File: src/rtl/core/sdlc_pkg.sv
// Shared constants, command codes, register indexes and state codes of the light controller.
`timescale 1ns / 1ps

package sdlc_pkg;

  // Width of the lux fields and of the lux registers.
  localparam int LUX_BITS   = 16;
  localparam int LEVEL_BITS = 8;
  localparam int HOUR_BITS  = 5;
  localparam int REQ_BITS   = 10;
  localparam int CMD_BITS   = 2;
  localparam int IDX_BITS   = 3;
  // Configuration data is as wide as the widest register.
  localparam int CFG_BITS   = (LUX_BITS > LEVEL_BITS) ? LUX_BITS : LEVEL_BITS;
  // Product of brightness and lux difference; also holds remainder and quotient.
  localparam int ACC_BITS   = LEVEL_BITS + LUX_BITS;
  localparam int STEP_BITS  = $clog2(LEVEL_BITS);

  localparam logic [LEVEL_BITS-1:0] LEVEL_MAX     = LEVEL_BITS'(255);
  localparam logic [LEVEL_BITS-1:0] PIN_THRESHOLD = LEVEL_BITS'(128);
  localparam logic [STEP_BITS-1:0]  LAST_STEP     = STEP_BITS'(LEVEL_BITS - 1);

  typedef enum logic [CMD_BITS-1:0] {
    CMD_UPDATE   = 2'd0,
    CMD_OVERRIDE = 2'd1,
    CMD_CANCEL   = 2'd2,
    CMD_DIRECT   = 2'd3
  } cmd_t;

  typedef enum logic [IDX_BITS-1:0] {
    REG_AUTO_MODE   = 3'd0,
    REG_SENSOR_MODE = 3'd1,
    REG_START_HOUR  = 3'd2,
    REG_END_HOUR    = 3'd3,
    REG_SET_BRIGHT  = 3'd4,
    REG_MIN_LUX     = 3'd5,
    REG_MAX_LUX     = 3'd6,
    REG_UNUSED      = 3'd7
  } reg_idx_t;

  typedef enum logic [4:0] {
    S_IDLE   = 5'b00001,
    S_DECIDE = 5'b00010,
    S_MUL    = 5'b00100,
    S_DIV    = 5'b01000,
    S_FINISH = 5'b10000
  } state_t;

endpackage

File: src/rtl/core/scheduled_dimming_light_controller_core.sv
// Top level of the scheduled dimming light controller with its serial dimming datapath.
`timescale 1ns / 1ps

// Usage:
// Items arrive on the input channel (in_valid/in_ready) and each one produces exactly
// one result item on the output channel (out_valid/out_ready). An item carries a
// command: update, set override, cancel override or direct brightness set.
// Configuration registers are written through cfg_write/cfg_index/cfg_data; index 7
// is ignored. The user must write them only while the block is idle; the block itself
// does not enforce this. An item that needs no dimming ratio goes from acceptance to
// result through capture, decision and finish. An evaluation in auto and sensor mode
// inside the window, with lux strictly between min and max, runs the ratio serially:
// shift-and-add multiplication, one brightness bit per cycle, then restoring division,
// one quotient bit per cycle. Both phases share the single accumulator; one item is
// processed at a time.
// The result sits in an output register, so the next item is accepted as soon as
// the datapath is idle, even while the receiver stalls. If a finished result finds
// the output register still full, the block holds it until the register drains;
// lamp state is committed only when the result is loaded.
// Reset (rst, synchronous) clears the configuration registers, the lamp level, the
// override flag, the sequencer state and out_valid.
module scheduled_dimming_light_controller_core (
  input  logic                          clk,
  input  logic                          rst,
  // configuration port
  input  logic                          cfg_write,
  input  logic [sdlc_pkg::IDX_BITS-1:0] cfg_index,
  input  logic [sdlc_pkg::CFG_BITS-1:0] cfg_data,
  // input channel
  input  logic                          in_valid,
  output logic                          in_ready,
  input  logic [sdlc_pkg::CMD_BITS-1:0] command,
  input  logic [sdlc_pkg::HOUR_BITS-1:0] hour_now,
  input  logic                          time_valid,
  input  logic [sdlc_pkg::LUX_BITS-1:0] ambient_lux,
  input  logic                          override_on,
  input  logic signed [sdlc_pkg::REQ_BITS-1:0] requested_level,
  // output channel
  output logic                          out_valid,
  input  logic                          out_ready,
  output logic [sdlc_pkg::LEVEL_BITS-1:0] brightness,
  output logic                          lamp_on,
  output logic                          pin_level,
  output logic                          override_active,
  output logic                          changed
);
  import sdlc_pkg::*;

  // Configuration registers.
  logic                   auto_mode;
  logic                   sensor_mode;
  logic [HOUR_BITS-1:0]   start_hour;
  logic [HOUR_BITS-1:0]   end_hour;
  logic [LEVEL_BITS-1:0]  set_brightness;
  logic [LUX_BITS-1:0]    min_lux;
  logic [LUX_BITS-1:0]    max_lux;

  // Lamp state.
  logic [LEVEL_BITS-1:0]  level_reg;
  logic                   manual_flag;

  // Captured item.
  cmd_t                   cmd;
  logic [HOUR_BITS-1:0]   hour;
  logic                   tvalid;
  logic [LUX_BITS-1:0]    lux;
  logic                   ovr;
  logic [REQ_BITS-1:0]    req;

  // Pending result and serial datapath.
  state_t                 state;
  logic [LEVEL_BITS-1:0]  target;
  logic                   write_pend;
  logic [ACC_BITS-1:0]    acc;
  logic [LEVEL_BITS-1:0]  mplier;
  logic [LUX_BITS-1:0]    diff;
  logic [LUX_BITS-1:0]    den;
  logic [STEP_BITS-1:0]   step;

  // Decision logic for the captured item.
  logic                   in_window;
  logic                   eval_en;
  logic                   need_div;
  logic [LEVEL_BITS-1:0]  clamped;
  logic [LEVEL_BITS-1:0]  eval_target;
  logic                   manual_next;

  // Serial step logic.
  logic [ACC_BITS-1:0]    mul_next;
  logic [LUX_BITS:0]      div_trial;
  logic                   div_fit;
  logic [ACC_BITS-1:0]    div_next;

  logic                   out_free;

  assign in_ready = (state == S_IDLE);
  assign out_free = !out_valid || out_ready;

  // Saturate the signed request to the brightness range.
  always_comb begin
    if (req[REQ_BITS-1]) begin
      clamped = '0;
    end else if (req[REQ_BITS-2:0] > (REQ_BITS-1)'(LEVEL_MAX)) begin
      clamped = LEVEL_MAX;
    end else begin
      clamped = req[LEVEL_BITS-1:0];
    end
  end

  // A window whose start is not below its end wraps past midnight (or covers all day).
  always_comb begin
    if (start_hour < end_hour) begin
      in_window = (hour >= start_hour) && (hour < end_hour);
    end else begin
      in_window = (hour >= start_hour) || (hour < end_hour);
    end
  end

  always_comb begin
    need_div    = 1'b0;
    eval_target = '0;
    if (auto_mode && in_window) begin
      if (!sensor_mode || (lux <= min_lux)) begin
        eval_target = set_brightness;
      end else if (lux >= max_lux) begin
        eval_target = '0;
      end else begin
        need_div = 1'b1;
      end
    end
  end

  // Work out whether an evaluation runs and what becomes of the override flag.
  always_comb begin
    eval_en     = 1'b0;
    manual_next = manual_flag;
    unique case (cmd)
      CMD_UPDATE: begin
        eval_en = !manual_flag && tvalid;
      end
      CMD_OVERRIDE: begin
        manual_next = ovr;
        eval_en     = !ovr && tvalid;
      end
      CMD_CANCEL: begin
        manual_next = 1'b0;
        eval_en     = manual_flag && tvalid;
      end
      CMD_DIRECT: begin
        eval_en = 1'b0;
      end
      default: begin
        eval_en = 1'b0;
      end
    endcase
  end

  // Multiplication: brightness bits MSB first, add the lux difference when set.
  assign mul_next = {acc[ACC_BITS-2:0], 1'b0}
                  + (mplier[LEVEL_BITS-1] ? ACC_BITS'(diff) : '0);

  // Restoring division: upper part is the remainder, lower part collects quotient bits.
  assign div_trial = {acc[ACC_BITS-1:LEVEL_BITS], acc[LEVEL_BITS-1]};
  assign div_fit   = div_trial >= {1'b0, den};
  always_comb begin
    if (div_fit) begin
      div_next = {LUX_BITS'(div_trial - {1'b0, den}), acc[LEVEL_BITS-2:0], 1'b1};
    end else begin
      div_next = {div_trial[LUX_BITS-1:0], acc[LEVEL_BITS-2:0], 1'b0};
    end
  end

  // Configuration writes.
  always_ff @(posedge clk) begin
    if (rst) begin
      auto_mode      <= 1'b0;
      sensor_mode    <= 1'b0;
      start_hour     <= '0;
      end_hour       <= '0;
      set_brightness <= '0;
      min_lux        <= '0;
      max_lux        <= '0;
    end else if (cfg_write) begin
      unique case (reg_idx_t'(cfg_index))
        REG_AUTO_MODE:   auto_mode      <= cfg_data[0];
        REG_SENSOR_MODE: sensor_mode    <= cfg_data[0];
        REG_START_HOUR:  start_hour     <= cfg_data[HOUR_BITS-1:0];
        REG_END_HOUR:    end_hour       <= cfg_data[HOUR_BITS-1:0];
        REG_SET_BRIGHT:  set_brightness <= cfg_data[LEVEL_BITS-1:0];
        REG_MIN_LUX:     min_lux        <= cfg_data[LUX_BITS-1:0];
        REG_MAX_LUX:     max_lux        <= cfg_data[LUX_BITS-1:0];
        REG_UNUSED:      ;
        default:         ;
      endcase
    end
  end

  // Item capture (payload registers, no reset needed).
  always_ff @(posedge clk) begin
    if (in_valid && in_ready) begin
      cmd    <= cmd_t'(command);
      hour   <= hour_now;
      tvalid <= time_valid;
      lux    <= ambient_lux;
      ovr    <= override_on;
      req    <= requested_level;
    end
  end

  // Sequencer and serial datapath.
  always_ff @(posedge clk) begin
    if (rst) begin
      state       <= S_IDLE;
      level_reg   <= '0;
      manual_flag <= 1'b0;
      write_pend  <= 1'b0;
    end else begin
      unique case (state)
        S_IDLE: begin
          if (in_valid) begin
            state <= S_DECIDE;
          end
        end
        S_DECIDE: begin
          manual_flag <= manual_next;
          if ((cmd == CMD_DIRECT) || ((cmd == CMD_OVERRIDE) && ovr)) begin
            target     <= clamped;
            write_pend <= 1'b1;
            state      <= S_FINISH;
          end else if (eval_en && need_div) begin
            acc    <= '0;
            mplier <= set_brightness;
            diff   <= max_lux - lux;
            den    <= max_lux - min_lux;
            step   <= '0;
            state  <= S_MUL;
          end else begin
            target     <= eval_target;
            write_pend <= eval_en && (eval_target != level_reg);
            state      <= S_FINISH;
          end
        end
        S_MUL: begin
          acc    <= mul_next;
          mplier <= {mplier[LEVEL_BITS-2:0], 1'b0};
          step   <= step + 1'b1;
          if (step == LAST_STEP) begin
            state <= S_DIV;
          end
        end
        S_DIV: begin
          acc  <= div_next;
          step <= step + 1'b1;
          if (step == LAST_STEP) begin
            target     <= div_next[LEVEL_BITS-1:0];
            write_pend <= div_next[LEVEL_BITS-1:0] != level_reg;
            state      <= S_FINISH;
          end
        end
        S_FINISH: begin
          if (out_free) begin
            if (write_pend) begin
              level_reg <= target;
            end
            state <= S_IDLE;
          end
        end
        default: begin
          state <= S_IDLE;
        end
      endcase
    end
  end

  // Output valid: set when a result is loaded, cleared when the receiver takes it.
  always_ff @(posedge clk) begin
    if (rst) begin
      out_valid <= 1'b0;
    end else if ((state == S_FINISH) && out_free) begin
      out_valid <= 1'b1;
    end else if (out_ready) begin
      out_valid <= 1'b0;
    end
  end

  // Result register, loaded together with the committed lamp state.
  always_ff @(posedge clk) begin
    if ((state == S_FINISH) && out_free) begin
      brightness      <= write_pend ? target : level_reg;
      lamp_on         <= write_pend ? (target != '0) : (level_reg != '0);
      pin_level       <= write_pend ? (target > PIN_THRESHOLD) : (level_reg > PIN_THRESHOLD);
      override_active <= manual_flag;
      changed         <= write_pend;
    end
  end

endmodule

File: config.mk
export PLATFORM = sky130hd
export DESIGN_NAME = scheduled_dimming_light_controller_core
export DESIGN_NICKNAME = d
export VERILOG_FILES = /design/src/rtl/core/sdlc_pkg.sv /design/src/rtl/core/scheduled_dimming_light_controller_core.sv
export SDC_FILE = /design/constraint.sdc
export NUM_CORES = 1
export LEC_CHECK = 0
export BUFFER_PORTS_ARGS = -buffer_cell sky130_fd_sc_hd__clkbuf_2
export CORE_MARGIN = 1.5
export CORE_UTILIZATION = 62
export CTS_CLUSTER_DIAMETER = 60
export DETAILED_ROUTE_END_ITERATION = 12
export GPL_TIMING_DRIVEN = 0
export PLACE_DENSITY = 0.79
export REMOVE_ABC_BUFFERS = 1
export SLEW_MARGIN = 20
export SYNTH_ARGS = -nofsm -noshare
export SYNTH_HDL_FRONTEND = slang
export SYNTH_SLANG_ARGS = --single-unit
File: constraint.sdc
create_clock -name clk -period 6 [get_ports clk]
set_input_delay 0.9 -clock clk [delete_from_list [all_inputs] [get_ports clk]]
set_output_delay 0.9 -clock clk [all_outputs]
set_load 0.005 [all_outputs]
==> flow_summary.toml <==
[run_status]
status = "complete, no violations"

[grt]
grt_max_degree = 43
track_usage_pct = 27.1
antenna_found_initial = 0
overflow = 0
grt_pass1_vias = 7898
grt_pass1_wl_um = 39000

[placed_design]
port_buffers = 72
dp_hpwl_um = 18000
gp_congestion = 0.904
place_ws_ns = 1.75
place_inst = 1433

[sta]
min_period_ns = 4.21
grt_setup_unrepaired = "no"
slew_headroom_pct = 26.2
worst_slack_ns = 1.79
period_share_pct = 70.1
skew_ns = 0.0106
hold_violations = 0
fmax_mhz = 238
worst_slew_pin_slew_ns = 1.10
finalSetupViolations = 0
drv_slew = 0

[setup_path]
startpoint_type = "flop"
critPathCaptureType = "flop"
r2r_start = "lux[9]"
rr_endpoint = "acc[22]"
cp_data_required_time_ns = 6.15
critical_path.max_stage_delay_ns = 0.68
crit_chain = "ha_1, nand4_1, or4_4, a21oi_2, o31ai_2, or4b_4, a2111oi_4, nor2_1, a211oi_4, buf_6"
ff2ff_setup_slack_ns = 1.79
crit_path_max_fanout = 15
cpMaxStageDelayCell = "a211oi_4"
arrival_ns = 4.35
r2r_cells = 10
critPathKind = "reg2reg"

[synthesis]
synth_top_family_by_area = "simple AND/OR/NAND/NOR gates"
synthTopCellsByArea = "edfxtp_1 33%, dfxtp_1 12%, ha_1 11%"
yosys.area_share.simple_pct = 16.8
ys_warn_count = 0
ys_types = 65
async_flop_share_pct = 0
syn_area_um2 = 11200
ys_seq_elements = 190
synth_top_area_share_pct = 32.8
avgSynthCellArea_um2 = 9.63
synth-compound-area-share_pct = 15.0
synth-edff-count = 122
muxShareOfSynthArea_pct = 3.05
yosysMostFrequentCell = "nand2_1"
yosysSeqAreaShare_pct = 45.0
yosys-top-cells-count = "157 x nand2_1, 122 x edfxtp_1, 104 x nor2_1, 96 x a21oi_1, 96 x ha_1"
syn_inst = 1159
synth-adder-area-share_pct = 11.6
synth_xor_area_share_pct = 4.87
yosys.area.top_type = "edfxtp_1"
synthFlopType = "edfxtp_1"

[detailed_routing]
vias_per_cell = 5.90
routed.top_layer = "met4"
route.detailed.drc = 0
dr_total_vias = 8640
wl_met2_um = 11400
postRouteAntennaNets = 0
dr.pass1.iters = 6
wl_per_cell_um = 16.7
wl_um = 24400
drt_iter0_markers = 851
met1_length_um = 11200
wl_met3_um = 1550

[cells_and_area]
finalNetCount = 1386
num_antenna_cells = 0
largest_reg_flops = 24
regMostFlops = "acc"
drive_above_1_share_pct = 11.8
finalNonFillerCells = 1464
area_growth_pct = 11.0

[min_path]
hold_depth = 2
hp-class = "reg2reg"
min_to = "min_lux[14]"
hold_start = "min_lux[14]"

[floorplanning]
die_h_um = 137
num_io_pins = 73
die-area_um2 = 18800
die_w_um = 137
fp-row-count = 48
core_um2 = 17400
start_util_pct = 64.1

[clock_network]
tritoncts = "yes"
post_cts_resized = 0
clkLatencyLatePin_ns = 0.44
clk_path_buf_depth = 2
cts_buffers = 17
cts-hold-fix-buffers = 0
path_clk_slew_ns = 0.07
cts_root_buf = "clkbuf_16"
cts_num_sinks = 190
h-tree-depth = 4
cts_setup_buffers = 0

[pwr]
clock_power_share_pct = 36.7
switchingPower_mw = 0.777
p_int_mw = 2.20
peakVddDrop_v = 0.000234
swShare_pct = 26.1
share_comb_of_total_power_pct = 13.0
p_seq_share_pct = 50.3
p_per_area_nw_per_um2 = 240
cellLeakagePower_nw = 4.92

[run]
maxCapViolations = 0
## per-layer routing
layer,vias up,global-route usage [%]
met5,-,0
met4,0,7.08
met3,27,5.81
met2,279,44.2
met1,4048,36.6
li1,4286,-
## placed cells by master (no fill, tap or decap), types with 5 or more instances in the layout
master / n
a31oi_1: 18
and3_1: 7
o31ai_1: 5
nand3_1: 19
edfxtp_1: 122
dfxtp_1: 68
o21a_1: 12
a21o_1: 20
nor3_1: 20
nor2_1: 101
clkbuf_16: 17
xor2_1: 19
o21ai_0: 47
inv_1: 81
xnor2_1: 43
a21oi_1: 96
or3_1: 6
or2_2: 7
nor2b_1: 14
mux2i_1: 25
ha_1: 96
nand4_1: 10
o22ai_1: 9
mux2_2: 8
and2_1: 19
nand2b_1: 11
nand2_1: 157
clkbuf_2: 71
## worst max path at each step
stage                 from  endpoint  slack, ns  cells past startpoint
6_report            lux[9]   acc[22]       1.79                     10
5_1_grt        min_lux[15]   acc[13]       1.58                     11
4_1_cts             cmd[0]   acc[13]       1.76                      8
3_5_place_dp        cmd[0]   acc[22]       1.75                      8
3_3_place_gp      state[4]   acc[20]      -0.95                      4
2_1_floorplan      lux[11]    acc[0]       0.94                      9
## worst max-delay path: cells and delay by family, from the launching register on
family | cells | cell delay (ns)
buffers and inverters | 1 | 0.28
adders and majority gates | 1 | 0.33
DFF | 1 | 0.43
and+or+nand+nor | 4 | 1.41
AOI/OAI and AO/OA | 4 | 1.46
## power by group through the flow
stage	Combinational, mW	Sequential [mW]	Clock, mW
global placement	0.355	1.52	0
global route	0.433	1.50	1.14
detailed placement	0.379	1.52	0
finish	0.388	1.50	1.09
floorplan	0.259	1.51	0
CTS	0.385	1.50	1.10
## metrics by stage
| stage | cell area [µm²] | hold slack, ns | util, % | power [mW] | TNS, ns |
|---|---|---|---|---|---|
| floorplan | 11100 | 0.430 | - | 1.77 | 0 |
| global placement | 11700 | 0.442 | 67.1 | 1.88 | -25.51 |
| detailed placement | 11800 | 0.447 | 67.8 | 1.90 | 0 |
| CTS | 12400 | 0.457 | 71.0 | 2.98 | 0 |
| global route | 12400 | 0.470 | 71.1 | 3.08 | 0 |
| finish | 12400 | 0.456 | 71.1 | 2.98 | 0 |
## area by class of cell
class | count | area [µm²]
clock buffer | 18 | 429
clock inverter | 13 | 135
fill | 1317 | 5030
inverter | 81 | 304
multi-input combinational | 860 | 5780
sequential | 190 | 5020
tap | 225 | 282
timing repair buffer | 77 | 437
## kinds of logic after synthesis
kind of cell	after synthesis
compound gates	262
buf+inv	109
fa+ha+maj	101
simple gates	402
xor+xnor	62
flops	190
mux	33
No activity file was read; power rests on OpenSTA's default activity.
